<file path="config.mk">
export PLATFORM = sky130hd
export DESIGN_NAME = q2m_fifo
export DESIGN_NICKNAME = d
export VERILOG_FILES = /design/src/rtl/q2m_pkg.sv /design/src/rtl/q2m_fifo.sv
export SDC_FILE = /design/constraint.sdc
export NUM_CORES = 1
export LEC_CHECK = 0
export ABC_AREA = 1
export BUFFER_PORTS_ARGS = -buffer_cell sky130_fd_sc_hd__buf_4
export CORE_AREA = 2 2 340 342
export DETAILED_ROUTE_END_ITERATION = 10
export DIE_AREA = 0 0 342 344
export GPL_ROUTABILITY_DRIVEN = 1
export PLACE_DENSITY_LB_ADDON = 0.25
export SLEW_MARGIN = 20
export SYNTH_ARGS = -nofsm -noshare
export SYNTH_HDL_FRONTEND = slang
export SYNTH_SLANG_ARGS = --single-unit
</file>
<file path="constraint.sdc">
create_clock -name i_clk -period 24.2 [get_ports i_clk]
set_clock_uncertainty 0.2 [all_clocks]
set_input_delay 4.84 -clock i_clk [delete_from_list [all_inputs] [get_ports i_clk]]
set_output_delay 4.84 -clock i_clk [all_outputs]
set_load 0.01 [all_outputs]
</file>
<file path="src/rtl/q2m_pkg.sv">
`default_nettype none
package q2m_pkg;
    localparam int NUM_W     = 34;
    localparam int QUOT_W    = 17;
    localparam int ENTRIES   = 9;
    localparam int STEP_CW   = 5;
    localparam logic signed [31:0] FX_ONE = 32'sd65536;

    typedef logic signed [NUM_W-1:0] t_num;

    typedef struct packed {
        logic [NUM_W-1:0]               norm;
        logic [ENTRIES-1:0][NUM_W-1:0]  num;
        logic signed [31:0]             tx;
        logic signed [31:0]             ty;
        logic signed [31:0]             tz;
        logic                           zq;
    } t_job;
endpackage
`default_nettype wire

</file>
<file path="src/rtl/q2m_fifo.sv">
`default_nettype none
module q2m_fifo (
    input  wire logic          i_clk,
    input  wire logic          i_rst_n,
    input  wire logic          i_wr,
    input  q2m_pkg::t_job      i_data,
    output logic               o_full,
    input  wire logic          i_rd,
    output logic               o_empty,
    output q2m_pkg::t_job      o_data
);
    import q2m_pkg::*;

    t_job       r_mem [2];
    logic       r_wp, r_rp;
    logic [1:0] r_cnt;

    assign o_full  = (r_cnt == 2'd2);
    assign o_empty = (r_cnt == 2'd0);
    assign o_data  = r_mem[r_rp];

    always_ff @(posedge i_clk) begin
        if (i_wr && !o_full) begin
            r_mem[r_wp] <= i_data;
        end
        if (!i_rst_n) begin
            r_wp  <= 1'b0;
            r_rp  <= 1'b0;
            r_cnt <= 2'd0;
        end else begin
            if (i_wr && !o_full) r_wp <= ~r_wp;
            if (i_rd && !o_empty) r_rp <= ~r_rp;
            r_cnt <= r_cnt + {1'b0, (i_wr && !o_full)} - {1'b0, (i_rd && !o_empty)};
        end
    end
endmodule
`default_nettype wire

</file>
==> results.md <==
* Outcome: finished, final reports clean
* Routed wire length at 83,800 um
* IO Port Bufs at 879
* Worst-path clk slew at 0.06 ns
* Grt peak-use layer: met2
* # IOs at 880
* Slew @ Worst Pin at 1.08 ns
* CTS Hold Buffers Added at 0
* Antenna Nets Post-Route at 0
* Period utilisation layout at 0.438
* CP arrival at 5.55 ns
* Die Width at 342 um
* CTS tree: built
* CTS sink cnt at 879
* Full die area at 118,000 sq um
* Peak VDD IR at 0.0728 mV
* Largest cells by area after synthesis: edfxtp_1 (77%), mux2_4 (19%), buf_12 (2.6%)
* Buffers & Inverters on Critical Path at 5
* Final setup vio count at 0
* Final nets at 2,787
* Synth warn at 0
* Setup TNS at 0 ns
* Cell count after placement at 3,757
* Rel. slew slack at 0.281
* Vias in the first global route at 17,400
* CP max stage delay at 0.89 ns
* Hold depth at 2
* WL/cell at 21.3 um
* Iter 0 DRT Violations at 845
* Overflow after GRT at 0
* Sequential area share after synthesis at 0.776
* Placed Area at 41,700 sq um
* Met1 GRT Util at 0.137
* Worst endpoint required time at 19.16 ns
* Post-synthesis net count at 1,841
* Hold EP: r_rp
* Distinct cells, synth at 12
* Die Y at 344 um
* Vias at 16,400
* Worst-Skew Late Latency at 0.66 ns
* Initial antenna violation count at 16
* Pin count of the biggest net entering global routing at 144
* P&R area growth vs syn at 31.7%
* Commonest non-fill, non-tap cells in the layout: buf_4 (893), edfxtp_1 (874), mux2_4 (430), clkbuf_16 (97), clkbuf_1 (27)
* Maximum clock path buffer count at 3
* Worst Setup End Kind: primary output
* Startpoint Class: flop
* Final Core Density at 0.393
* Fin area at 44,700 sq um
* R2R cell count at 7
* Fin cells at 3,940
* Min-Delay Path Class: reg -> reg
* FP Rows at 124
* Seq cells post-synth at 879
* Post-CTS Setup Inserts at 0
* Post-detail-place hpwl at 59,700 um
* PwrDens at 105 nW/um^2
* Met3 Track Usage GR at 0.0531
* Share of cells above drive strength 1 at 0.605
* Max Slew Vio Count at 0
* Post-CTS sizing at 0
* Startpoint of the worst hold path: r_rp
* Inserted Clock Buffers at 97
* Worst r2r dst: r_mem[0][176]
* Worst path top cell family by delay: buffers and inverters
* P_leak at 17.2 nW
* Area of the mapped netlist at 34,000 sq um
* Tmin final at 10.59 ns
* Clk root buf: clkbuf_16
* Via/cell ratio at 4.17
* DRT Pass-1 Iters at 6
* # DRC at 0
* Highest-delay cell along the critical path: buf_4
* Filler cells at 10,500
* M2 GR Usage at 0.241
* Final GP Congestion at 0.825
* Syn Inst Count at 1,398
* Cells along the critical path: buf_4, buf_4, buf_4, buf_4, mux2_4, buf_4
* Crit Path Category: reg -> out
* # H-tree levels at 3
* First-pass GRT wire length at 115,000 um
* RSZ-0062 raised after global routing: no
* Gr usage total at 0.133
* Max Cap Viol at 0
* Most common cell after layout, fill and taps aside: buf_4
* Worst R2R Setup Slack at 19.41 ns
* Critical path fanouts, max at 52
* Syn avg cell area at 24.3 sq um
* Initial cell density of the core at 0.298
* Leading area contributor after synthesis: edfxtp_1
* RR Startpoint: r_cnt[0]
* Synth top area share at 0.773
* Final Hold Vio Count at 0
* Max Fclk at 0.0944 GHz
* Critical path's most frequent cell: buf_4
* Core ar. at 114,000 sq um
-- cell families after synthesis --
kind of cell,synth area share
muxes,0.192
and+or+nand+nor,0.00232
AOI/OAI and AO/OA,0.000295
buffers and inverters,0.0286
adders and majority gates,0.000737
DFF,0.776
-- worst min-delay path: stages (launching register included) --
cell     delay [ns]
dfxtp_1        0.34
nor2_1         0.07
nor2_1         0.09
-- layout make-up --
| type | instances | area [sq um] | area share |
|---|---|---|---|
| timing repair buffer | 896 | 6760 | 0.151 |
| antenna | 9 | 22.5 | 0.000504 |
| clock inverter | 50 | 475 | 0.0106 |
| multi-input combinational | 461 | 6660 | 0.149 |
| inverter | 9 | 41.3 | 0.000923 |
| clock buffer | 124 | 2530 | 0.0565 |
| sequential | 879 | 26300 | 0.589 |
| tap | 1512 | 1890 | 0.0423 |
-- synth_stat cells --
cell type and count:
a21oi_1 2, buf_6 5, inv_1 9, ha_1 2, dfxtp_1 5, edfxtp_1 874, mux2_2 7, nor2_1 8
nand2_1 9, buf_12 44, mux2_4 430, nand3_1 3
-- registers in the layout, indices dropped and copies added, names as in the netlist, named ones only --
name	cells
r_wp	1
r_mem	874
r_cnt	2
r_rp	1
-- metrics by stage --
step           setup slack, ns  power (mW)  hold WS, ns
5_1_grt                  13.27        4.87        0.364
3_3_place_gp             14.32        3.33        0.290
4_1_cts                  13.48        4.76        0.319
6_report                 13.61        4.67        0.329
2_1_floorplan             7.19        2.92        0.267
3_5_place_dp             14.23        3.35        0.296
-- routing by layer --
layer	share of wire	vias to the layer above
met3	0.095	139
li1	-	7464
met1	0.34	8164
met2	0.53	640
met4	0.031	10
met5	0.00055	-
-- worst max-delay path by stage --
| stage | start | endpoint | slack (ns) | cells after the start |
|---|---|---|---|---|
| 5_1_grt | flop | o_data[180] | 13.27 | 6 |
| 6_report | flop | o_data[180] | 13.61 | 6 |
| 3_5_place_dp | flop | o_data[180] | 14.23 | 6 |
| 2_1_floorplan | i_wr | r_mem[0][0] | 7.19 | 2 |
| 4_1_cts | flop | o_data[180] | 13.48 | 6 |
| 3_3_place_gp | flop | o_data[177] | 14.32 | 6 |
-- power by group --
| part | switching [mW] | leakage [nW] | internal, mW |
|---|---|---|---|
| logic | 0.608 | 7.54 | 0.683 |
| registers | 0.0629 | 8.21 | 1.94 |
| clock network | 0.581 | 1.46 | 0.805 |
| total | 1.25 | 17.2 | 3.42 |
Power figures use the tool's default switching activity.
