===== config.mk =====
export PLATFORM = sky130hd
export DESIGN_NAME = q2m_back
export DESIGN_NICKNAME = d
export VERILOG_FILES = /design/src/rtl/q2m_pkg.sv /design/src/rtl/q2m_div.sv /design/src/rtl/q2m_back.sv
export SDC_FILE = /design/constraint.sdc
export NUM_CORES = 2
export LEC_CHECK = 0
export BUFFER_PORTS_ARGS = -buffer_cell sky130_fd_sc_hd__buf_2
export CAP_MARGIN = 10
export CORE_UTILIZATION = 28
export DETAILED_ROUTE_END_ITERATION = 12
export HOLD_SLACK_MARGIN = 0.12
export SLEW_MARGIN = 30
export SYNTH_ARGS = -nofsm -noshare
export SYNTH_HDL_FRONTEND = slang
export SYNTH_SLANG_ARGS = --single-unit

===== constraint.sdc =====
create_clock -name i_clk -period 13.7 [get_ports i_clk]
set_clock_uncertainty 0.1 [all_clocks]
set_input_delay 1.37 -clock i_clk [delete_from_list [all_inputs] [get_ports i_clk]]
set_output_delay 1.37 -clock i_clk [all_outputs]
set_load 0.02 [all_outputs]

===== src/rtl/q2m_pkg.sv =====
`default_nettype none
package q2m_pkg;
    localparam int NUM_W     = 34;
    localparam int QUOT_W    = 17;
    localparam int ENTRIES   = 9;
    localparam int STEP_CW   = 5;
    localparam logic signed [31:0] FX_ONE = 32'sd65536;

    typedef logic signed [NUM_W-1:0] t_num;

    typedef struct packed {
        logic [NUM_W-1:0]               norm;
        logic [ENTRIES-1:0][NUM_W-1:0]  num;
        logic signed [31:0]             tx;
        logic signed [31:0]             ty;
        logic signed [31:0]             tz;
        logic                           zq;
    } t_job;
endpackage
`default_nettype wire


===== src/rtl/q2m_div.sv =====
`default_nettype none
module q2m_div (
    input  wire logic                        i_clk,
    input  wire logic                        i_load,
    input  wire logic                        i_step,
    input  wire logic [q2m_pkg::NUM_W-1:0]   i_num,
    input  wire logic [q2m_pkg::NUM_W-1:0]   i_norm,
    output logic signed [31:0]               o_quot
);
    import q2m_pkg::*;

    logic [NUM_W-1:0]  r_rem, r_n, mag, t;
    logic [QUOT_W-1:0] r_low, r_q;
    logic              r_neg;
    logic [48:0]       dvd;

    // dividend = |num| * 2^16 + n/2, quotient fits 17 bits
    always_comb begin
        mag = i_num[NUM_W-1] ? (~i_num + 1'b1) : i_num;
        dvd = {mag[32:0], 16'd0} + {17'd0, i_norm[32:1]};
        t   = {r_rem[NUM_W-2:0], r_low[QUOT_W-1]};
    end

    always_ff @(posedge i_clk) begin
        if (i_load) begin
            r_rem <= {2'b00, dvd[48:17]};
            r_low <= dvd[16:0];
            r_q   <= '0;
            r_neg <= i_num[NUM_W-1];
            r_n   <= i_norm;
        end else if (i_step) begin
            r_low <= {r_low[QUOT_W-2:0], 1'b0};
            if (t >= r_n) begin
                r_rem <= t - r_n;
                r_q   <= {r_q[QUOT_W-2:0], 1'b1};
            end else begin
                r_rem <= t;
                r_q   <= {r_q[QUOT_W-2:0], 1'b0};
            end
        end
    end

    assign o_quot = r_neg ? -$signed({15'd0, r_q}) : $signed({15'd0, r_q});
endmodule
`default_nettype wire


===== src/rtl/q2m_back.sv =====
`default_nettype none
module q2m_back (
    input  wire logic          i_clk,
    input  wire logic          i_rst_n,
    input  wire logic          i_gl,
    input  wire logic          i_q_empty,
    input  q2m_pkg::t_job      i_job,
    output logic               o_rd,
    output logic               o_empty,
    input  wire logic          i_pop,
    output logic [1:0]         o_row,
    output logic signed [31:0] o_c0,
    output logic signed [31:0] o_c1,
    output logic signed [31:0] o_c2,
    output logic signed [31:0] o_c3,
    output logic               o_last,
    output logic               o_zq
);
    import q2m_pkg::*;

    typedef enum logic [1:0] {S_IDLE, S_DIV, S_OUT} t_state;

    t_state              r_state;
    logic [STEP_CW-1:0]  r_cnt;
    logic [1:0]          r_row;
    logic signed [31:0]  r_tx, r_ty, r_tz;
    logic                r_zq;
    logic signed [31:0]  quot [ENTRIES];
    logic signed [31:0]  ent  [3][3];
    logic signed [31:0]  tsel;
    logic                step;

    assign o_rd = (r_state == S_IDLE) && !i_q_empty;
    assign step = (r_state == S_DIV);

    for (genvar k = 0; k < ENTRIES; k++) begin : g_lane
        q2m_div u_div (
            .i_clk  (i_clk),
            .i_load (o_rd),
            .i_step (step),
            .i_num  (i_job.num[k]),
            .i_norm (i_job.norm),
            .o_quot (quot[k])
        );
    end

    always_comb begin
        for (int i = 0; i < 3; i++) begin
            for (int j = 0; j < 3; j++) begin
                if (r_zq) ent[i][j] = (i == j) ? FX_ONE : 32'sd0;
                else if (i_gl) ent[i][j] = quot[j*3+i];
                else ent[i][j] = quot[i*3+j];
            end
        end
        case (r_row)
            2'd0:    tsel = r_tx;
            2'd1:    tsel = r_ty;
            2'd2:    tsel = r_tz;
            default: tsel = '0;
        endcase
        o_empty = (r_state != S_OUT);
        o_row   = r_row;
        o_last  = (r_row == 2'd3);
        o_zq    = r_zq;
        if (r_row == 2'd3) begin
            o_c0 = i_gl ? r_tx : 32'sd0;
            o_c1 = i_gl ? r_ty : 32'sd0;
            o_c2 = i_gl ? r_tz : 32'sd0;
            o_c3 = FX_ONE;
        end else begin
            o_c0 = ent[r_row][0];
            o_c1 = ent[r_row][1];
            o_c2 = ent[r_row][2];
            o_c3 = i_gl ? 32'sd0 : tsel;
        end
    end

    always_ff @(posedge i_clk) begin
        if (o_rd) begin
            r_tx <= i_job.tx;
            r_ty <= i_job.ty;
            r_tz <= i_job.tz;
            r_zq <= i_job.zq;
        end
        if (!i_rst_n) begin
            r_state <= S_IDLE;
            r_cnt   <= '0;
            r_row   <= 2'd0;
        end else begin
            case (r_state)
                S_IDLE: begin
                    if (!i_q_empty) begin
                        r_state <= S_DIV;
                        r_cnt   <= '0;
                    end
                end
                S_DIV: begin
                    r_cnt <= r_cnt + 1'b1;
                    if (r_cnt == STEP_CW'(QUOT_W - 1)) begin
                        r_state <= S_OUT;
                        r_row   <= 2'd0;
                    end
                end
                S_OUT: begin
                    if (i_pop) begin
                        r_row <= r_row + 1'b1;
                        if (r_row == 2'd3) r_state <= S_IDLE;
                    end
                end
                default: r_state <= S_IDLE;
            endcase
        end
    end
endmodule
`default_nettype wire


==> flow_summary.ini <==
[hold_path]
hold_path.class = register to register
hold_path.startpoint = g_lane[2].u_div.r_rem[32]
min_to = g_lane[2].u_div.r_rem[32]
min_path_cells = 2

[power_and_ir_drop]
pwr-share-clk = 0.193
power.density_mw_per_mm2 = 165
switchingPower_mw = 5.32
p_int_mw = 6.72
netSwitchingFraction = 0.442
seq_power_share = 0.246
vdd_drop_max_mv = 0.105
power_frac_comb = 0.561
p_leak_nw = 29.2

[clock_tree]
cts_tree = built
cts_max_path_buffers = 3
clk_latency_ns = 0.73
cts.clk_slew.worst_paths_ns = 0.06
cts-root-buf = clkbuf_16
cts_resized = 0
cts_setup_buffers = 0
cts_sinks = 624
cts-htree-levels = 3
cts_hold_buffers = 0
cts_buffers = 84

[layout]
syn_to_final_growth_pct = 14.5
nNetsFinal = 8962
fillCellCount = 23753
final_area_sq_mm = 0.0728
drive_gt1_frac = 0.118

[synthesis]
postSynthCellCount = 7597
syn_nets = 8549
postSynthAreaPerCell_sq_um = 8.37
synth_edf_count = 453
ys_ff_latch = 624
ys_seq_area_frac = 0.268
ys_types = 95
synth-async-reset-ratio = 0
yosysWarnings = 0
yosys-top-cells-area = edfxtp_1, ha_1, xnor2_1
synth.largest_area_cell = edfxtp_1
netlist.area_leader.share = 0.214
synth_area_sq_mm = 0.0636
synth_top_flop_cell = edfxtp_1

[placement]
gp_congestion = 0.939
place_ws_ns = 7.59
placed_cell_area_sq_mm = 0.0698
hpwlAfterDp_microns = 196000
io_buffers = 575

[routing]
drc = 0
ant_nets = 0
num_vias = 62878
drt_iter0_markers = 6052
first_pass_iters = 12
avgViaCountPerCell = 5.66
post_drt_wl_per_cell_microns = 23.7
drt_wl_total_microns = 263000

[sta]
period_share = 0.438
final_max_slew_viol_count = 0
setup_slack_ns = 7.70
worst_pin_slew_ns = 1.10
fin_setup_tns_ns = 0
fin_hold_ws_ns = 0.361
slew_headroom = 0.262
hold_viol_final = 0
finalSetupViolations = 0
rsz0062_at_grt = false
finalWorstPathRequiredPeriod_ns = 6.00
clock.fmax_mhz = 167

[die]
pin_count = 576
rows = 174
start_util = 0.282
core_area_sq_mm = 0.225
die_y_microns = 479
fp.dieW_microns = 479
die_area_sq_mm = 0.229

[global_route]
grt_pass1_vias = 59085
antenna_found_initial = 72
gr-usage-all-layers = 0.220
grt_max_degree = 186
grt-ovfl-total = 0
grt_pass1_wl_microns = 381000

[critical_path]
crit_path_end_kind = primary output
r2r_start = g_lane[4].u_div.r_n[2]
worstPathRequired_ns = 12.23
critical_path_class = register to primary output
worstRegToRegCells = 14
critPathArrivalTime_ns = 4.53
critPathLaunchType = register
timing.rr.end = g_lane[5].u_div.r_rem[21]
crit_fanout = 76
r2r_slack_ns = 8.10

[run]
maxCapViolations = 0

[status]
status = completed
## cell usage in the layout, fill, tap and decap left out, types with 243 or more instances in the layout
master	instances
a21o_1	243
xnor2_1	520
xor2_1	371
buf_2	574
a21oi_1	543
nor2_1	573
edfxtp_1	453
nand2_1	691
ha_1	492
o21ai_0	506
## synthesized netlist by cell type, types with 36 or more instances
cell type / count
a21o_1: 245
nand4_1: 60
edfxtp_1: 453
o21ai_0: 506
or2_2: 50
o41ai_1: 91
nor2b_1: 91
nand3_1: 154
nor2_1: 576
and3_1: 59
o21a_1: 87
dfxtp_1: 171
o22ai_1: 62
xnor2_1: 520
ha_1: 492
clkbuf_1: 308
mux2i_1: 157
o21bai_1: 40
a211oi_1: 126
buf_1: 36
or3_1: 90
a31oi_1: 103
o211ai_1: 53
o31ai_1: 139
a22o_1: 170
nor4_1: 80
a21oi_1: 548
nor3_1: 182
xor2_1: 371
inv_1: 212
or4_1: 72
nand2_1: 691
nand2b_1: 74
## through the flow
step / util / power, mW / cells
global placement: 0.310 / 9.53 / 10913
finish: 0.323 / 12.0 / 11112
floorplan: - / 7.93 / 7597
global route: 0.323 / 12.9 / 11104
CTS: 0.322 / 12.0 / 11069
detailed placement: 0.310 / 9.64 / 10913
## power groups by stage
stage	Sequential (mW)	Combinational (mW)	Clock [mW]
6_report	2.96	6.76	2.32
5_1_grt	3.01	7.46	2.43
4_1_cts	2.96	6.69	2.37
3_5_place_dp	3.00	6.64	0
3_3_place_gp	2.99	6.54	0
2_1_floorplan	2.89	5.05	0
## final cells by class
| cell class | count | area [sq um] | area share |
|---|---|---|---|
| clock buffers | 109 | 2330 | 0.0320 |
| clock inverters | 47 | 502 | 0.00689 |
| diodes | 40 | 100 | 0.00137 |
| repair buffers | 675 | 3710 | 0.0510 |
| well taps | 2992 | 3740 | 0.0514 |
| inverters | 213 | 815 | 0.0112 |
| flip-flops and latches | 624 | 17000 | 0.234 |
| multi-input cells | 6412 | 44600 | 0.612 |
## state kept, by name, indices dropped and copies added (netlist names)
| signal | flops |
|---|---|
| r_state | 2 |
| g_lane.u_div.r_q | 153 |
| g_lane.u_div.r_rem | 297 |
| r_cnt | 5 |
| g_lane.u_div.r_neg | 9 |
| g_lane.u_div.r_n | 34 |
| o_zq | 1 |
| r_ty | 32 |
| r_tz | 32 |
| g_lane.u_div.r_low | 25 |
| o_row | 2 |
| r_tx | 32 |
## per-layer routing
metal / GRT usage / up-vias / wire length (microns)
met3: 0.0425 / 552 / 19700
met4: 0.121 / 36 / 15400
met1: 0.272 / 30108 / 108000
met2: 0.357 / 2615 / 120000
met5: 0 / - / 235
li1: - / 29567 / -
## worst max-delay path by stage
stage	start	end	cells after the start
6_report	o_row[1]	o_c1[21]	7
5_1_grt	o_row[1]	o_c1[21]	7
4_1_cts	o_row[1]	o_c2[8]	7
3_5_place_dp	i_job[372]	g_lane[8].u_div.r_rem[31]	17
3_3_place_gp	i_job[372]	g_lane[8].u_div.r_rem[17]	17
2_1_floorplan	i_q_empty	g_lane[0].u_div.r_low[16]	3
## kinds of logic (layout without fill, tap and decap cells)
family                     after synthesis  count (layout)  synth area share
other                                    0              40                 0
xor gates and xnor gates               891             891             0.123
adders and majority gates              510             510             0.102
DFF                                    624             624             0.268
muxes                                  187             187            0.0323
AOI/OAI and AO/OA                     2493            2493             0.262
and+or+nand+nor                       2331            2331             0.179
buffers and inverters                  561            1044            0.0334
## critical path, cell delays in order (launching register included)
cell and delay [ns]:
dfxtp_2 0.64, buf_4 0.54, ha_1 0.65, inv_1 0.23
nor2_4 0.41, buf_4 0.70, a21o_1 0.38, buf_2 0.22
Power figures use the tool's default switching activity.
